==> src/hw/rtl/pgw_pkg.sv <==
// Shared types, constants and helpers for the three-level page table walker.
`default_nettype none

package pgw_pkg;

    localparam int NUM_TABLES_DEF    = 64;
    localparam int ENTRIES_PER_TABLE = 512;
    localparam int IDX_W             = $clog2(ENTRIES_PER_TABLE);
    localparam int ENTRY_W           = 31;
    localparam int FIELD_W           = 27;
    localparam int ADDR_W            = 48;
    localparam int OFS_W             = 21;
    localparam int SHIFT_PDP         = 30;
    localparam int SHIFT_TOP         = 39;

    typedef enum logic [2:0] {
        ST_OK          = 3'd0,
        ST_NOT_PRESENT = 3'd1,
        ST_SAME        = 3'd2,
        ST_CONFLICT    = 3'd3,
        ST_NO_TABLE    = 3'd4
    } status_t;

    typedef enum logic [0:0] {
        OP_TRANSLATE = 1'b0,
        OP_MAP       = 1'b1
    } opcode_t;

    typedef enum logic [3:0] {
        S_CLEAR,
        S_IDLE,
        S_CHK_TOP,
        S_CHK_PDP,
        S_CHK_PD,
        S_DECIDE,
        S_WR_PD,
        S_WR_PDP,
        S_WR_TOP
    } state_t;

    typedef struct packed {
        opcode_t             opcode;
        logic [ADDR_W-1:0]   virt_addr;
        logic [ADDR_W-1:0]   phys_addr_in;
        logic                write_through;
    } item_t;

    typedef struct packed {
        logic [ADDR_W-1:0]   phys_addr_out;
        status_t             status;
    } res_t;

    // entry: bit 0 present, 1 writeable, 2 write-through, 3 page size, 30:4 field
    function automatic logic [ENTRY_W-1:0] dir_entry(input logic [FIELD_W-1:0] tbl);
        dir_entry = {tbl, 1'b0, 1'b0, 1'b1, 1'b1};
    endfunction

    function automatic logic [ENTRY_W-1:0] leaf_entry(input logic [FIELD_W-1:0] frame,
                                                     input logic wt);
        leaf_entry = {frame, 1'b1, wt, 1'b1, 1'b1};
    endfunction

endpackage

`default_nettype wire

==> src/hw/rtl/pgw_walk_ctrl.sv <==
// Walk sequencer: clearing pass, table reads, allocation and entry writes.
`default_nettype none

module pgw_walk_ctrl #(
    parameter int NUM_TABLES = pgw_pkg::NUM_TABLES_DEF
) (
    input  wire logic                 aclk,
    input  wire logic                 aresetn,
    input  wire logic                 in_valid,
    output logic                      in_ready,
    input  wire pgw_pkg::item_t       in_item,
    output logic                      res_valid,
    input  wire logic                 res_ready,
    output pgw_pkg::res_t             res,
    output logic                      ram_we,
    output logic [$clog2(NUM_TABLES)+pgw_pkg::IDX_W-1:0] ram_addr,
    output logic [pgw_pkg::ENTRY_W-1:0] ram_wdata,
    input  wire logic [pgw_pkg::ENTRY_W-1:0] ram_rdata
);

    import pgw_pkg::*;

    localparam int TW    = $clog2(NUM_TABLES);
    localparam int AW    = TW + IDX_W;
    localparam int DEPTH = NUM_TABLES * ENTRIES_PER_TABLE;
    localparam int CW    = $clog2(NUM_TABLES + 1);

    state_t              state_reg, state_next;
    logic [AW-1:0]       clr_cnt_reg, clr_cnt_next;
    logic [CW-1:0]       nf_reg, nf_next;
    item_t               item_reg, item_next;
    logic                have_pdp_reg, have_pdp_next;
    logic                have_pd_reg, have_pd_next;
    logic                have_leaf_reg, have_leaf_next;
    logic [TW-1:0]       t_pdp_reg, t_pdp_next;
    logic [TW-1:0]       t_pd_reg, t_pd_next;
    logic [FIELD_W-1:0]  leaf_frame_reg, leaf_frame_next;

    logic [IDX_W-1:0]    in_top, i_top, i_pdp, i_pd;
    logic [FIELD_W-1:0]  rd_field, frame;
    logic                rd_dir_ok;
    logic [1:0]          need;
    logic [CW-1:0]       left, nf_plus1;

    assign in_top    = in_item.virt_addr[SHIFT_TOP +: IDX_W];
    assign i_top     = item_reg.virt_addr[SHIFT_TOP +: IDX_W];
    assign i_pdp     = item_reg.virt_addr[SHIFT_PDP +: IDX_W];
    assign i_pd      = item_reg.virt_addr[OFS_W +: IDX_W];
    assign frame     = item_reg.phys_addr_in[ADDR_W-1:OFS_W];
    assign rd_field  = ram_rdata[ENTRY_W-1:4];
    // out-of-pool table indexes count as not present
    assign rd_dir_ok = ram_rdata[0] && (rd_field < FIELD_W'(NUM_TABLES));
    assign need      = have_pdp_reg ? (have_pd_reg ? 2'd0 : 2'd1) : 2'd2;
    assign left      = (nf_reg < CW'(NUM_TABLES)) ? (CW'(NUM_TABLES) - nf_reg) : '0;
    assign nf_plus1  = nf_reg + CW'(1);
    assign in_ready  = (state_reg == S_IDLE);

    always_ff @(posedge aclk) begin
        if (!aresetn) begin
            state_reg   <= S_CLEAR;
            clr_cnt_reg <= '0;
            nf_reg      <= CW'(1);
        end else begin
            state_reg   <= state_next;
            clr_cnt_reg <= clr_cnt_next;
            nf_reg      <= nf_next;
        end
        item_reg       <= item_next;
        have_pdp_reg   <= have_pdp_next;
        have_pd_reg    <= have_pd_next;
        have_leaf_reg  <= have_leaf_next;
        t_pdp_reg      <= t_pdp_next;
        t_pd_reg       <= t_pd_next;
        leaf_frame_reg <= leaf_frame_next;
    end

    always_comb begin
        state_next      = state_reg;
        clr_cnt_next    = clr_cnt_reg;
        nf_next         = nf_reg;
        item_next       = item_reg;
        have_pdp_next   = have_pdp_reg;
        have_pd_next    = have_pd_reg;
        have_leaf_next  = have_leaf_reg;
        t_pdp_next      = t_pdp_reg;
        t_pd_next       = t_pd_reg;
        leaf_frame_next = leaf_frame_reg;
        ram_we          = 1'b0;
        ram_addr        = {t_pd_reg, i_pd};
        ram_wdata       = leaf_entry(frame, item_reg.write_through);
        res_valid       = 1'b0;
        res.phys_addr_out = '0;
        res.status        = ST_NOT_PRESENT;

        case (state_reg)
            S_CLEAR: begin
                ram_we       = 1'b1;
                ram_addr     = clr_cnt_reg;
                ram_wdata    = '0;
                clr_cnt_next = clr_cnt_reg + AW'(1);
                if (clr_cnt_reg == AW'(DEPTH - 1)) begin
                    state_next = S_IDLE;
                end
            end
            S_IDLE: begin
                // root read issued straight from the incoming transfer
                ram_addr = {TW'(0), in_top};
                if (in_valid) begin
                    item_next      = in_item;
                    have_pdp_next  = 1'b0;
                    have_pd_next   = 1'b0;
                    have_leaf_next = 1'b0;
                    state_next     = S_CHK_TOP;
                end
            end
            S_CHK_TOP: begin
                ram_addr      = {rd_field[TW-1:0], i_pdp};
                have_pdp_next = rd_dir_ok;
                t_pdp_next    = rd_field[TW-1:0];
                state_next    = rd_dir_ok ? S_CHK_PDP : S_DECIDE;
            end
            S_CHK_PDP: begin
                ram_addr     = {rd_field[TW-1:0], i_pd};
                have_pd_next = rd_dir_ok;
                t_pd_next    = rd_field[TW-1:0];
                state_next   = rd_dir_ok ? S_CHK_PD : S_DECIDE;
            end
            S_CHK_PD: begin
                have_leaf_next  = ram_rdata[0];
                leaf_frame_next = rd_field;
                state_next      = S_DECIDE;
            end
            S_DECIDE: begin
                res_valid = 1'b1;
                if (item_reg.opcode == OP_TRANSLATE) begin
                    if (have_leaf_reg) begin
                        res.phys_addr_out = {leaf_frame_reg, item_reg.virt_addr[OFS_W-1:0]};
                        res.status        = ST_OK;
                    end
                    if (res_ready) begin
                        state_next = S_IDLE;
                    end
                end else if (have_leaf_reg) begin
                    res.phys_addr_out = {leaf_frame_reg, OFS_W'(0)};
                    res.status        = (leaf_frame_reg == frame) ? ST_SAME : ST_CONFLICT;
                    if (res_ready) begin
                        state_next = S_IDLE;
                    end
                end else if (CW'(need) > left) begin
                    res.status = ST_NO_TABLE;
                    if (res_ready) begin
                        state_next = S_IDLE;
                    end
                end else begin
                    res.phys_addr_out = {frame, OFS_W'(0)};
                    res.status        = ST_OK;
                    if (res_ready) begin
                        if (!have_pdp_reg) begin
                            t_pdp_next = nf_reg[TW-1:0];
                            t_pd_next  = nf_plus1[TW-1:0];
                        end else if (!have_pd_reg) begin
                            t_pd_next = nf_reg[TW-1:0];
                        end
                        nf_next    = nf_reg + CW'(need);
                        state_next = S_WR_PD;
                    end
                end
            end
            S_WR_PD: begin
                ram_we     = 1'b1;
                state_next = have_pd_reg ? S_IDLE : S_WR_PDP;
            end
            S_WR_PDP: begin
                ram_we     = 1'b1;
                ram_addr   = {t_pdp_reg, i_pdp};
                ram_wdata  = dir_entry(FIELD_W'(t_pd_reg));
                state_next = have_pdp_reg ? S_IDLE : S_WR_TOP;
            end
            S_WR_TOP: begin
                ram_we     = 1'b1;
                ram_addr   = {TW'(0), i_top};
                ram_wdata  = dir_entry(FIELD_W'(t_pdp_reg));
                state_next = S_IDLE;
            end
            default: begin
                state_next = S_IDLE;
            end
        endcase
    end

endmodule

`default_nettype wire

==> config.mk <==
export PLATFORM = sky130hd
export DESIGN_NAME = pgw_walk_ctrl
export DESIGN_NICKNAME = d
export VERILOG_FILES = /design/src/hw/rtl/pgw_pkg.sv /design/src/hw/rtl/pgw_walk_ctrl.sv
export SDC_FILE = /design/constraint.sdc
export NUM_CORES = 1
export LEC_CHECK = 0
export ABC_AREA = 0
export BUFFER_PORTS_ARGS = -buffer_cell sky130_fd_sc_hd__buf_2
export CAP_MARGIN = 15
export CORE_UTILIZATION = 40
export DETAILED_ROUTE_END_ITERATION = 7
export PLACE_DENSITY = 0.72
export SYNTH_ARGS = -nofsm -noshare
export SYNTH_HDL_FRONTEND = slang
export SYNTH_SLANG_ARGS = --single-unit
export TNS_END_PERCENT = 10
==> constraint.sdc <==
create_clock -name aclk -period 4.1 [get_ports aclk]
set_input_delay 0.615 -clock aclk [delete_from_list [all_inputs] [get_ports aclk]]
set_output_delay 0.615 -clock aclk [all_outputs]
set_load 0.02 [all_outputs]
==> metrics.md <==
| Metric | Value |
|---|---|
| Run status | finished, final reports clean |
| N_diodes | 0 |
| 1st-pass router iterations | 5 |
| Routed via count | approximately 5400 |
| Number of max-cap violations | 0 |
| Flops & latches, synth | 145 |
| IO Pins | approximately 230 |
| PwrDens | 360 nW/um^2 |
| Initial Util | 40.8% |
| Drt wl/cell | 17.0 um |
| Arrival time worst endpoint | 3170 ps |
| EDFF count, synth | between 100 and 150 |
| Synth top area share | roughly half |
| Initial antenna violation count | 0 |
| # rows | 48 |
| Final hold violations | 0 |
| Crit Path Max Fanout | 27 |
| Leakage power | 3.72 nW |
| Starting DRT DRC Count | just under 300 |
| Core area | 17200 sq um |
| Input/output buffers | 208 |
| H-tree Lvls | 4 |
| Relative slew slack | 45.7% |
| Adder-Cell Fraction of Synth Area | under 10% |
| Multiplexer share of the synthesized area | roughly 2.4% |
| Post-Synth XOR/XNOR Area | 5.50% |
| Number of global-route vias before repair | 5188 |
| Top post-synthesis cells by count | 119 x edfxtp_1, 59 x and2_1, 46 x nand2_1 |
| Yosys top cell by area | edfxtp_1 |
| Synth Area in Compound Gates | about an eighth |
| Synth warnings | 0 |
| Post-DRT Antenna Nets | 0 |
| Async S/R FF share, synth | 0% |
| Tightest Pin Transition | 810 ps |
| Startpoint Class | flop |
| Worst hold margin | ~360 ps |
| Die Y | 134 um |
| Synthesis-to-layout area growth | 26.6% |
| Slowest CP cell | dfxtp_2 |
| Largest stage delay, worst path | 400 ps |
| Final nets | 941 |
| Highest clock rate | ~260 MHz |
| Final min period | ~3800 ps |
| Fin crit share | 92.4% |
| Simple-gate share of the synthesized area | 17.0% |
| Maximum clock path buffer count | 2 |
| Total GRT Usage | between 20% and 30% |
| Wirelength, routed | approximately 18000 um |
| GR Overflow Total | 0 |
| Area contributors post-synth | edfxtp_1 51%, dfxtp_1 7.4%, and2_1 5.3% |
| RSZ-0062 raised after global routing | no |
| Final HPWL DP | approximately 13000 um |
| Crit-path cells | inv_1, ha_1, nor4_2, nand2_1, o21ai_0, nand2_1, ha_1, nor2b_1, a2bb2oi_2, a21oi_4, buf_4, a22o_1, buf_2 |
| CP top delay family | compound AO/OA/AOI/OAI gates |
| Largest family of logic cells by synthesized area | simple AND/OR/NAND/NOR gates |
| Worst min path class | in2reg |
| Top-count cell post-synth | edfxtp_1 |
| Syn Nets | around 740 |
| Root Buffer | clkbuf_16 |
| Layout cell share with drive strength beyond 1 | 33.1% |
| Post-synthesis area per instance | 11.8 sq um |
| Drt drc | 0 |
| Maximum number of pins on one net before global-route repair | 49 |
| Synth cell types | 54 |
| Die Area | 18000 sq um |
| Clock sinks | 145 |
| Vias per cell | 5.22 |
| Worst-skew pair later-pin latency | 420 ps |
| Setup TNS | 0 ps |
| TritonCTS clock tree | done |
| Post-synthesis cell count | 596 |
| Clock Skew | 6.47 ps |
| DIE WIDTH | about 130 um |
| Num CTS Buffers | 17 |
| WS Path Type | reg2out |
| Sequential share of the synthesized area | 58.4% |
| Final setup viols | 0 |
| CP endpoint kind | output port |
| Reg clk slew, reported paths | 60 ps |
| Final Max Tran Viols | 0 |
| Primary FF master, synth | edfxtp_1 |
| VDD IR-drop max | 0.286 mV |
| Worst endpoint required time | ~3500 ps |
| Buffer and inverter count on the worst path | 3 |
| Gp weighted congestion | just under 0.9 |
| Post-CTS Hold Buffers | 0 |
| First-pass GRT wire length | 27300 um |
| Synthesized cell area | ~7000 sq um |
==> placed cells by master, fill, tap and decap left out, drive strengths merged, types with 2 or more instances in the layout <==
cell        n
dfxtp      26
or4         2
clkinv      4
and4        2
buf       220
a221o       9
clkbuf     17
a22o       27
a2bb2oi     2
a222oi     12
o21ai      17
nor2b       7
edfxtp    119
and3        4
o21a        2
xnor2      23
mux2i      17
nor2       42
a31oi       2
clkinvlp    4
ha          7
or2         2
a211oi      3
nand3       6
xor2       21
or3         2
nor3        6
and2       59
nand2      46
a21oi      25
nor4       11
a21boi      6
inv        25
nand2b      9
nand4      15
a21o        2
==> layer usage <==
layer / vias to the layer above / track usage (%) / wire length (um)
met5: - / 0 / 0
met4: 0 / 8.99 / 461
met3: 31 / 5.18 / 1270
met2: 215 / 33.0 / 8510
met1: 2557 / 24.6 / 7440
li1: 2611 / - / -
==> per-stage QoR <==
stage | util (%) | std cells | power, mW | cell area, sq um | setup WS [ps]
after detailed placement | 48.2 | 1006 | 1.72 | 8280 | 438
after CTS | 51.6 | 1038 | 3.23 | 8860 | 120
after global routing | 51.6 | 1038 | 3.30 | 8870 | 47.8
after global placement | 48.2 | 1006 | 1.72 | 8280 | 464
after floorplan | - | 596 | 1.65 | 7000 | 805
final | 51.6 | 1038 | 3.19 | 8870 | 312
==> cells by family (layout without fill, tap and decap cells) <==
family,after synthesis,after routing
fa+ha+maj,8,8
compound gates,110,110
mux,17,17
buf+inv,54,271
xor+xnor,44,44
flops,145,145
simple gates,218,218
==> area by class of cell <==
type / instances / area, sq um
Clock buffer: 17 / 425
Multi-Input combinational cell: 397 / 2700
Inverter: 19 / 72.6
Timing Repair Buffer: 220 / 1140
Clock inverter: 15 / 149
Fill cell: 1541 / 8310
Sequential cell: 145 / 4100
Tap cell: 225 / 282
==> path summary, 6_finish.rpt <==
| check | startpoint | end | slack [ps] | cells after the start |
|---|---|---|---|---|
| max | nf_reg[0] | res[46] | 310 | 13 |
| min | in_item[0] | item_reg[0] | 360 | 1 |
| max reg2reg | nf_reg[0] | t_pd_reg[2] | 1120 | 11 |
| min reg2reg | nf_reg[6] | nf_reg[6] | 490 | 2 |
==> timing repair <==
item / in CTS / in global routing
gates resized for setup: 1 / 3
setup buffers: 0 / 0
pin swaps: 0 / 1
endpoints found under the setup margin: 17 / 28
==> report_power, final <==
group / internal (mW) / switching, mW / leakage, nW
clock network: 0.852 / 0.651 / 0.271
registers: 1.59 / 0.00378 / 1.28
logic: 0.0497 / 0.0442 / 2.17
==> worst register-to-register path: cells and delay by family (launching register included) <==
family                     cells  cell delay [ps]
and+or+nand+nor                5              650
buffers and inverters          1              100
AOI/OAI and AO/OA              3              940
DFF                            1              400
adders and majority gates      2              540
Note: power is estimated with default switching activity, not from simulation.
